## src/sv/rbm_pkg.sv

```systemverilog
`timescale 1ns / 1ps

package rbm_pkg;

  // Channel geometry.
  localparam int unsigned ChanW   = 16;
  localparam int unsigned NumChan = 3;
  localparam int unsigned OpW     = 3;

  // Channel ceiling.
  localparam logic [ChanW-1:0] ChanMax = 16'hFFFF;

  // Mode codes.
  localparam logic [OpW-1:0] OP_ADD     = 3'd0;
  localparam logic [OpW-1:0] OP_SUB     = 3'd1;
  localparam logic [OpW-1:0] OP_OVERLAY = 3'd2;
  localparam logic [OpW-1:0] OP_SCREEN  = 3'd3;
  localparam logic [OpW-1:0] OP_AVERAGE = 3'd4;

  // One blend request.
  typedef struct packed {
    logic [OpW-1:0]   op;
    logic [ChanW-1:0] first_red;
    logic [ChanW-1:0] first_green;
    logic [ChanW-1:0] first_blue;
    logic [ChanW-1:0] second_red;
    logic [ChanW-1:0] second_green;
    logic [ChanW-1:0] second_blue;
    logic [ChanW-1:0] mix_factor;
  } blend_req_t;

  // One blended colour.
  typedef struct packed {
    logic [ChanW-1:0] out_red;
    logic [ChanW-1:0] out_green;
    logic [ChanW-1:0] out_blue;
  } blend_rsp_t;

  // Crossfaded channels, index 0 red, 1 green, 2 blue.
  typedef struct packed {
    logic [OpW-1:0]                  op;
    logic [NumChan-1:0][ChanW-1:0]   a;
    logic [NumChan-1:0][ChanW-1:0]   b;
  } xfade_t;

  // Crossfaded channels plus the overlay threshold bit and the mode product of each channel.
  typedef struct packed {
    logic [OpW-1:0]                  op;
    logic [NumChan-1:0][ChanW-1:0]   a;
    logic [NumChan-1:0][ChanW-1:0]   b;
    logic [NumChan-1:0]              upper;
    logic [NumChan-1:0][2*ChanW-1:0] prod;
  } prod_t;

endpackage

```

## src/sv/rbm_xfade.sv

```systemverilog
`timescale 1ns / 1ps

module rbm_xfade
  import rbm_pkg::*;
(
  input  logic       clk_i,
  input  logic       rst_ni,
  input  logic       en_i,
  input  logic       valid_i,
  input  blend_req_t req_i,
  output logic       valid_o,
  output xfade_t     data_o
);

  logic [NumChan-1:0][ChanW-1:0] first_w;
  logic [NumChan-1:0][ChanW-1:0] second_w;
  logic [ChanW-1:0]              twice_f;
  logic [ChanW-1:0]              gain;
  logic                          fade_first;
  xfade_t                        data_d;
  xfade_t                        data_q;
  logic                          valid_q;

  assign first_w  = {req_i.first_blue, req_i.first_green, req_i.first_red};
  assign second_w = {req_i.second_blue, req_i.second_green, req_i.second_red};

  // Upper half of the factor fades the first colour, lower half the second.
  // Both gains come from twice the factor with the top bit dropped.
  assign fade_first = req_i.mix_factor[ChanW-1];
  assign twice_f    = {req_i.mix_factor[ChanW-2:0], 1'b0};
  assign gain       = fade_first ? ~twice_f : twice_f;

  // One 16 by 16 multiplier per channel scales the faded colour.
  always_comb begin
    logic [2*ChanW-1:0] scaled;
    data_d.op = req_i.op;
    for (int i = 0; i < NumChan; i++) begin
      scaled = {{ChanW{1'b0}}, gain} *
               {{ChanW{1'b0}}, (fade_first ? first_w[i] : second_w[i])};
      data_d.a[i] = fade_first ? scaled[2*ChanW-1:ChanW] : first_w[i];
      data_d.b[i] = fade_first ? second_w[i] : scaled[2*ChanW-1:ChanW];
    end
  end

  // Stage valid bit.
  always_ff @(posedge clk_i or negedge rst_ni) begin
    if (!rst_ni) begin
      valid_q <= 1'b0;
    end else if (en_i) begin
      valid_q <= valid_i;
    end
  end

  // Stage payload.
  always_ff @(posedge clk_i) begin
    if (en_i && valid_i) begin
      data_q <= data_d;
    end
  end

  assign valid_o = valid_q;
  assign data_o  = data_q;

endmodule

```

## src/sv/rbm_mode_mul.sv

```systemverilog
`timescale 1ns / 1ps

module rbm_mode_mul
  import rbm_pkg::*;
(
  input  logic   clk_i,
  input  logic   rst_ni,
  input  logic   en_i,
  input  logic   valid_i,
  input  xfade_t data_i,
  output logic   valid_o,
  output prod_t  data_o
);

  prod_t data_d;
  prod_t data_q;
  logic  valid_q;

  // Overlay multiplies the channels directly below the threshold and their
  // complements above it; screen always multiplies the complements.
  always_comb begin
    logic [ChanW-1:0] x;
    logic [ChanW-1:0] y;
    logic             use_inv;
    data_d.op = data_i.op;
    data_d.a  = data_i.a;
    data_d.b  = data_i.b;
    for (int i = 0; i < NumChan; i++) begin
      use_inv = (data_i.op == OP_SCREEN) ||
                ((data_i.op == OP_OVERLAY) && data_i.a[i][ChanW-1]);
      x = use_inv ? ~data_i.a[i] : data_i.a[i];
      y = use_inv ? ~data_i.b[i] : data_i.b[i];
      data_d.upper[i] = data_i.a[i][ChanW-1];
      data_d.prod[i]  = {{ChanW{1'b0}}, x} * {{ChanW{1'b0}}, y};
    end
  end

  // Stage valid bit.
  always_ff @(posedge clk_i or negedge rst_ni) begin
    if (!rst_ni) begin
      valid_q <= 1'b0;
    end else if (en_i) begin
      valid_q <= valid_i;
    end
  end

  // Stage payload.
  always_ff @(posedge clk_i) begin
    if (en_i && valid_i) begin
      data_q <= data_d;
    end
  end

  assign valid_o = valid_q;
  assign data_o  = data_q;

endmodule

```

## src/sv/rbm_resolve.sv

```systemverilog
`timescale 1ns / 1ps

module rbm_resolve
  import rbm_pkg::*;
(
  input  logic       clk_i,
  input  logic       rst_ni,
  input  logic       en_i,
  input  logic       valid_i,
  input  prod_t      data_i,
  output logic       valid_o,
  output blend_rsp_t rsp_o
);

  logic [NumChan-1:0][ChanW-1:0] res_w;
  blend_rsp_t                    rsp_d;
  blend_rsp_t                    rsp_q;
  logic                          valid_q;

  // Per-channel mode result. Overlay divides twice the product by 65535:
  // with n = hi * 65536 + lo the quotient is hi, plus one when hi + lo
  // reaches 65535, since twice the product stays below 65535 * 65535.
  always_comb begin
    logic [2*ChanW:0]   twice;
    logic [ChanW:0]     hi;
    logic [ChanW+1:0]   rem_sum;
    logic [ChanW-1:0]   quot;
    logic [ChanW:0]     sum;
    for (int i = 0; i < NumChan; i++) begin
      twice   = {data_i.prod[i], 1'b0};
      hi      = twice[2*ChanW:ChanW];
      rem_sum = {1'b0, hi} + {2'b00, twice[ChanW-1:0]};
      quot    = hi[ChanW-1:0] + {{(ChanW-1){1'b0}}, (rem_sum >= {2'b00, ChanMax})};
      sum     = {1'b0, data_i.a[i]} + {1'b0, data_i.b[i]};
      case (data_i.op)
        OP_ADD:     res_w[i] = sum[ChanW-1:0];
        OP_SUB:     res_w[i] = ~data_i.a[i] - data_i.b[i];
        OP_OVERLAY: res_w[i] = data_i.upper[i] ? ~quot : quot;
        OP_SCREEN:  res_w[i] = ~data_i.prod[i][2*ChanW-1:ChanW];
        OP_AVERAGE: res_w[i] = sum[ChanW:1];
        default:    res_w[i] = '0;
      endcase
    end
  end

  assign rsp_d.out_red   = res_w[0];
  assign rsp_d.out_green = res_w[1];
  assign rsp_d.out_blue  = res_w[2];

  // Output register valid bit.
  always_ff @(posedge clk_i or negedge rst_ni) begin
    if (!rst_ni) begin
      valid_q <= 1'b0;
    end else if (en_i) begin
      valid_q <= valid_i;
    end
  end

  // Output register payload.
  always_ff @(posedge clk_i) begin
    if (en_i && valid_i) begin
      rsp_q <= rsp_d;
    end
  end

  assign valid_o = valid_q;
  assign rsp_o   = rsp_q;

endmodule

```

## src/sv/rgb48_blend_mode_unit.sv

```systemverilog
`timescale 1ns / 1ps
// Channel   Direction  Handshake                  Payload
// in        input      in_valid_i / in_ready_o    in_data_i  (blend_req_t)
// out       output     out_valid_o / out_ready_i  out_data_o (blend_rsp_t)
//
// Three register stages: crossfade multiply, mode multiply, then mode resolve
// with the divide by 65535. One transaction is taken every cycle unless the
// output stalls; the per-channel multipliers in the first two stages set
// the clock. Reset clears only the stage valid bits. A stalled output holds
// its transaction, and a stage accepts new data whenever it is empty or the
// stage after it moves, so bubbles are squeezed out during a stall.

module rgb48_blend_mode_unit
  import rbm_pkg::*;
(
  input  logic       clk_i,
  input  logic       rst_ni,
  input  logic       in_valid_i,
  output logic       in_ready_o,
  input  blend_req_t in_data_i,
  output logic       out_valid_o,
  input  logic       out_ready_i,
  output blend_rsp_t out_data_o
);

  logic   xf_valid;
  logic   mul_valid;
  logic   en_xf;
  logic   en_mul;
  logic   en_out;
  xfade_t xf_data;
  prod_t  mul_data;

  // Each stage moves when it is empty or the stage after it moves.
  assign en_out     = !out_valid_o || out_ready_i;
  assign en_mul     = !mul_valid || en_out;
  assign en_xf      = !xf_valid || en_mul;
  assign in_ready_o = en_xf;

  // Crossfade of the two colours.
  rbm_xfade u_xfade (
    .clk_i   (clk_i),
    .rst_ni  (rst_ni),
    .en_i    (en_xf),
    .valid_i (in_valid_i),
    .req_i   (in_data_i),
    .valid_o (xf_valid),
    .data_o  (xf_data)
  );

  // Overlay and screen products.
  rbm_mode_mul u_mode_mul (
    .clk_i   (clk_i),
    .rst_ni  (rst_ni),
    .en_i    (en_mul),
    .valid_i (xf_valid),
    .data_i  (xf_data),
    .valid_o (mul_valid),
    .data_o  (mul_data)
  );

  // Mode selection and output register.
  rbm_resolve u_resolve (
    .clk_i   (clk_i),
    .rst_ni  (rst_ni),
    .en_i    (en_out),
    .valid_i (mul_valid),
    .data_i  (mul_data),
    .valid_o (out_valid_o),
    .rsp_o   (out_data_o)
  );

endmodule

```

## config.mk

```make
export PLATFORM = sky130hd
export DESIGN_NAME = rgb48_blend_mode_unit
export DESIGN_NICKNAME = d
export VERILOG_FILES = /design/src/sv/rbm_pkg.sv /design/src/sv/rbm_xfade.sv /design/src/sv/rbm_mode_mul.sv /design/src/sv/rbm_resolve.sv /design/src/sv/rgb48_blend_mode_unit.sv
export SDC_FILE = /design/constraint.sdc
export NUM_CORES = 2
export LEC_CHECK = 0
export BUFFER_PORTS_ARGS = -buffer_cell sky130_fd_sc_hd__buf_4
export CORE_ASPECT_RATIO = 0.6
export CORE_MARGIN = 10
export CORE_UTILIZATION = 40
export DETAILED_ROUTE_END_ITERATION = 10
export GPL_ROUTABILITY_DRIVEN = 0
export SETUP_SLACK_MARGIN = 0.3
export SYNTH_ARGS = -nofsm -noshare
export SYNTH_HDL_FRONTEND = slang
export SYNTH_SLANG_ARGS = --single-unit
export TNS_END_PERCENT = 100
```

## constraint.sdc

```tcl
create_clock -name clk_i -period 13.6 [get_ports clk_i]
set_clock_uncertainty 0.2 [all_clocks]
set_input_delay 0.68 -clock clk_i [delete_from_list [all_inputs] [get_ports clk_i]]
set_output_delay 0.68 -clock clk_i [all_outputs]
set_load 0.02 [all_outputs]
```

* Yosys cells after proc, flatten, opt, wreduce, memory -nomap -nowiden
Index checks and enable logic that the tools add are counted.
** Cells by class
- $add $sub $neg :: 12
- Multiply operators :: 6
- Magnitude comparators :: 3
- Equal/unequal tests :: 6
- Mux-type cells :: 22
- Bitwise gates (word level) :: 16
- Reductions and logical operators :: 16
** Operator list (count)
- two-way mux 16 bit :: 19
- inverter 16 bit :: 16
- case mux 16 bit (5 select lines) :: 3
- multiplier 16 x 16 -> 32 bit :: 6
- adder 17 x 16 -> 18 bit :: 3
- >= comparator 18 x 16 -> 1 bit, second input constant :: 3
- adder 16 x 16 -> 17 bit :: 3
- adder 16 x 1 -> 16 bit :: 3
- subtractor 16 bit :: 3
- == test 3 x 2 -> 1 bit, second input constant :: 4
- logical AND 1 bit :: 6
- logical OR 1 bit :: 6
- == test 3 x 1 -> 1 bit, second input constant :: 1
- == test 3 bit, second input constant :: 1
- logical NOT 1 bit :: 3
- logical NOT 3 bit :: 1
** Storage, ports and cells
- Bits in registers :: 348
- Input bits :: 119
- Output and inout port bits :: 50
- Logic and storage cells :: 105

* Depth between registers and ports, before layout
- Word-level depth :: 6
- Depth in mapped cells :: 30

* By module
A second synthesis with hierarchy kept.
** Unflattened totals
- Cells, all modules :: 8006
- Area, all modules :: 71770.1 um2
** Modules (own cells, without submodules)
- rbm_mode_mul :: instances 1, cells an instance 3346, area each 32248.4 um2, sequential area each 5880.6 um2
- rbm_xfade :: instances 1, cells an instance 3203, area each 28434.8 um2, sequential area each 2997.9 um2
- rbm_resolve :: instances 1, cells an instance 1454, area each 11064.4 um2, sequential area each 1466.4 um2
- rgb48_blend_mode_unit :: instances 1, cells an instance 3, area each 22.5 um2, sequential area each 0.0 um2

* Least setup slack after synthesis
Ideal clock, no wire load.
- Path type :: input to register
- Start :: in in_data_i[15] (netlist bit)
- End :: reg u_xfade.data_q (netlist bit u_xfade.data_o[13]) (data pin)
- Setup time :: 0.260 ns
- Arrival time :: 7.489 ns
- Data required time :: 13.140 ns
- Setup slack :: 5.651 ns
- Stages :: 27
- Path buffers :: 4
- Cells stage by stage :: buf_2 buf_1 xor2_1 clkbuf_1 buf_1 nand2_1 fa_1 inv_1 fa_1 inv_1 fa_1 inv_1 fa_1 inv_1 fa_1 fa_1 inv_1 ha_1 and4_1 a21boi_0 o21a_1 or4b_4 a31oi_4 o211ai_4 a21oi_2 xnor2_1 mux2_2
** RTL lines
- start: declaration :: line rgb48_blend_mode_unit.sv:20 : input blend_req_t in_data_i,
- end signal: assignment :: line rbm_xfade.sv:57 : data_q <= data_d;
- end: declaration :: line rbm_xfade.sv:21 : xfade_t data_q;

==> results.ini <==
[status]
outcome=completed

[clock_network]
clk_latency_ns=0.64
cts_root_buffer=clkbuf_16
cts_buffer_depth=3
cts.repair.resized=0
cts_tree=built
cts.sinks=345
h-tree-depth=2
cts_made_buffers=38
clk_pin_slew_ns=0.07

[floorplan]
core-area_um2=175700
start_util_pct=40.28
rows=119
fp.dieArea_um2=194700
die_x_um=563.1
die_y_um=345.8
ios=169

[logic_synthesis]
syn_area_per_cell_um2=9.060
synth_xor_area_share_pct=6.620
synthArstFlopShare_pct=0.8696
yosys.cell_count.top_type=inv_1
synth.distinct_cells=84
synth_top_family_by_area=adder cells
synth_common_cells=inv_1 (1,561), fa_1 (1,167), nand2_1 (1,137)
synth_flop_cell=edfxtp_1
synthCells=7812
syn-cell-area_um2=70780
synth-compound-area-share_pct=8.222
ys_ff_latch=345
syn_nets=9854
seq_area_frac_synth_pct=14.62
synthAdderAreaFrac_pct=46.37
synthMuxAreaShare_pct=1.706
synth_area_leader_cell=fa_1
synth.area.top_cells=fa_1 (33%), edfxtp_1 (15%), ha_1 (13%)
yosysWarningCount=0
synthSimpleGateAreaFrac_pct=12.85
synth.top_cell.area_share_pct=33.01
synth-edff-count=342

[detailed_routing]
wirelength_um=233600
dr.first_iter.drc_count=5564
vias_per_cell=5.381
detail_route.wl_per_cell_um=22.67
num_vias=55450
ant_nets=0
dr.pass1.iters=6
drc=0

[run]
max_cap_violations=0

[timing]
tightest_slew_ns=1.353
period_needed_ns=9.589
slew_headroom_pct=9.171
finalSetupViolCount=0
rsz0062_at_grt=no
hold_viol=0
slew_violations=0
setup_tns_ns=0
fin_crit_sh_pct=70.51
fmax_mhz=104.3

[global_route]
grt_pass1_vias=56200
antenna_found_initial=15
grtUsageTotal_pct=23.79
top_usage_layer=met1
gr-usage-met2_pct=31.01
grt_pass1_wl_um=356800
gr-usage-met1_pct=35.92
overflow=0
grt_max_degree=78
met3_usage_pct=9.957

[final_layout]
utilization_pct=43.66
fillerInstances=17090
layout.nets=9948
final_cells=10310
syn_to_final_growth_pct=8.370
drive_gt1_share_pct=6.326

[placement]
dp.cells=10220
port-buffer-count=168
hpwl_um=191200

[hold_path]
min-delay-start=in_valid_i
hp-class=in2reg

[setup_path]
crit_path_frequent_cell=fa_1
crit_start=u_xfade.data_o[98]
start_kind=flop
cp_cell_sequence=nand2b_1 -> nor2_4 -> buf_4 -> xor2_1 -> nand2_1 -> fa_1 -> fa_1 -> inv_1 -> fa_1 -> fa_1 -> fa_1 -> inv_1 -> fa_1 -> inv_1 -> ha_1 -> a21o_1 -> a21o_1 -> a21o_1 -> or3_1 -> nor3_1 -> o31ai_1 -> a21o_1 -> a21oi_1 -> xnor2_1
r2r_start=u_xfade.data_o[98]
critPathSlowestCell=xor2_1
crit_required_ns=13.75
critical_path_class=reg2reg
critical_path_buf_inv_count=4
path_max_fanout=50
arrival_ns=9.74
critPathTopFamily=adder cells
cpPeakStageDelay_ns=0.91
end_kind=flop

==> kinds of logic (layout without fill, tap and decap cells) <==
group                      Yosys count  after routing
and+or+nand+nor                   2195           2195
adders and majority gates         1923           1923
buffers and inverters             1812           1936
AOI/OAI and AO/OA                  893            893
xor gates and xnor gates           535            535
DFF                                345            345
muxes                              109            109
other                                0             10
==> per-stage QoR <==
step / cell area (µm²) / hold WS, ns / setup slack (ns)
6_report: 76700 / 0.03785 / 4.011
5_1_grt: 76690 / 0.03744 / 3.709
4_1_cts: 76680 / 0.01770 / 4.151
3_5_place_dp: 75430 / 0.2462 / 4.164
3_3_place_gp: 75430 / 0.2375 / 4.344
2_1_floorplan: 70780 / 0.1844 / 5.651
==> path summary, 6_finish.rpt <==
check                      slack (ns)                endpoint  cells past startpoint
setup / recovery                 4.01   u_mode_mul.data_o[60]                     24
hold / removal                   0.04         u_xfade.valid_o                      2
setup reg to reg                 4.01   u_mode_mul.data_o[60]                     24
hold reg to reg                  0.26  u_mode_mul.data_o[197]                      0
max in group asynchronous       12.95         u_xfade.valid_o                      2
min in group asynchronous        0.16       u_resolve.valid_o                      2
==> placed cells by master, fill, tap and decap left out, drive strengths merged, types with 15 or more instances in the layout <==
cell type and count:
a211oi 27, a21boi 19, a21o 130, a21oi 233
a31oi 28, and2 79, and3 32, buf 301
clkbuf 47, clkinv 15, edfxtp 342, fa 1167
ha 756, inv 1567, mux2 73, mux2i 34
nand2 1137, nand2b 24, nand3 69, nand4 25
nor2 684, nor2b 29, nor3 50, o211ai 29
o21a 28, o21ai 197, o21bai 32, o22ai 23
o31ai 16, xnor2 337, xor2 198
==> layout make-up <==
class                   instances  area (µm²)  area share [%]
clock buffers                  47        1005           1.310
repair buffers                302        2277           2.969
diodes                         10       25.02         0.03262
multi-input cells            5655       53990           70.39
well taps                    2359        2952           3.848
inverters                    1564        5873           7.657
clock inverters                23       231.5          0.3018
flip-flops and latches        345       10340           13.49
==> layer usage <==
| metal | vias to the layer above | share of wire (%) |
|---|---|---|
| li1 | 24650 | - |
| met1 | 27450 | 46 |
| met2 | 3031 | 37 |
| met3 | 316 | 14 |
| met4 | 8 | 2.3 |
| met5 | - | 0.020 |
==> timing repair <==
item                                   CTS  global route
hold buffers                             1             0
endpoints found under the hold margin    3             0
setup buffers                            0             0
==> state kept, by name (all words and copies together), names as in the netlist <==
signal,flops
u_resolve.rsp_o,48
u_mode_mul.data_o,195
u_mode_mul.valid_o,1
u_xfade.valid_o,1
u_xfade.data_o,99
u_resolve.valid_o,1
==> worst register-to-register path, delay by kind of cell, from the launching register on <==
kind / cells / cell delay [ns]
simple gates: 5 / 2.05
flops: 1 / 0.39
xor+xnor: 2 / 1.04
fa+ha+maj: 7 / 3.52
buf+inv: 4 / 0.93
compound gates: 6 / 1.19
Power is not shown: default switching activity piles up to over one toggle a cycle in this logic, so the estimate is an artifact.
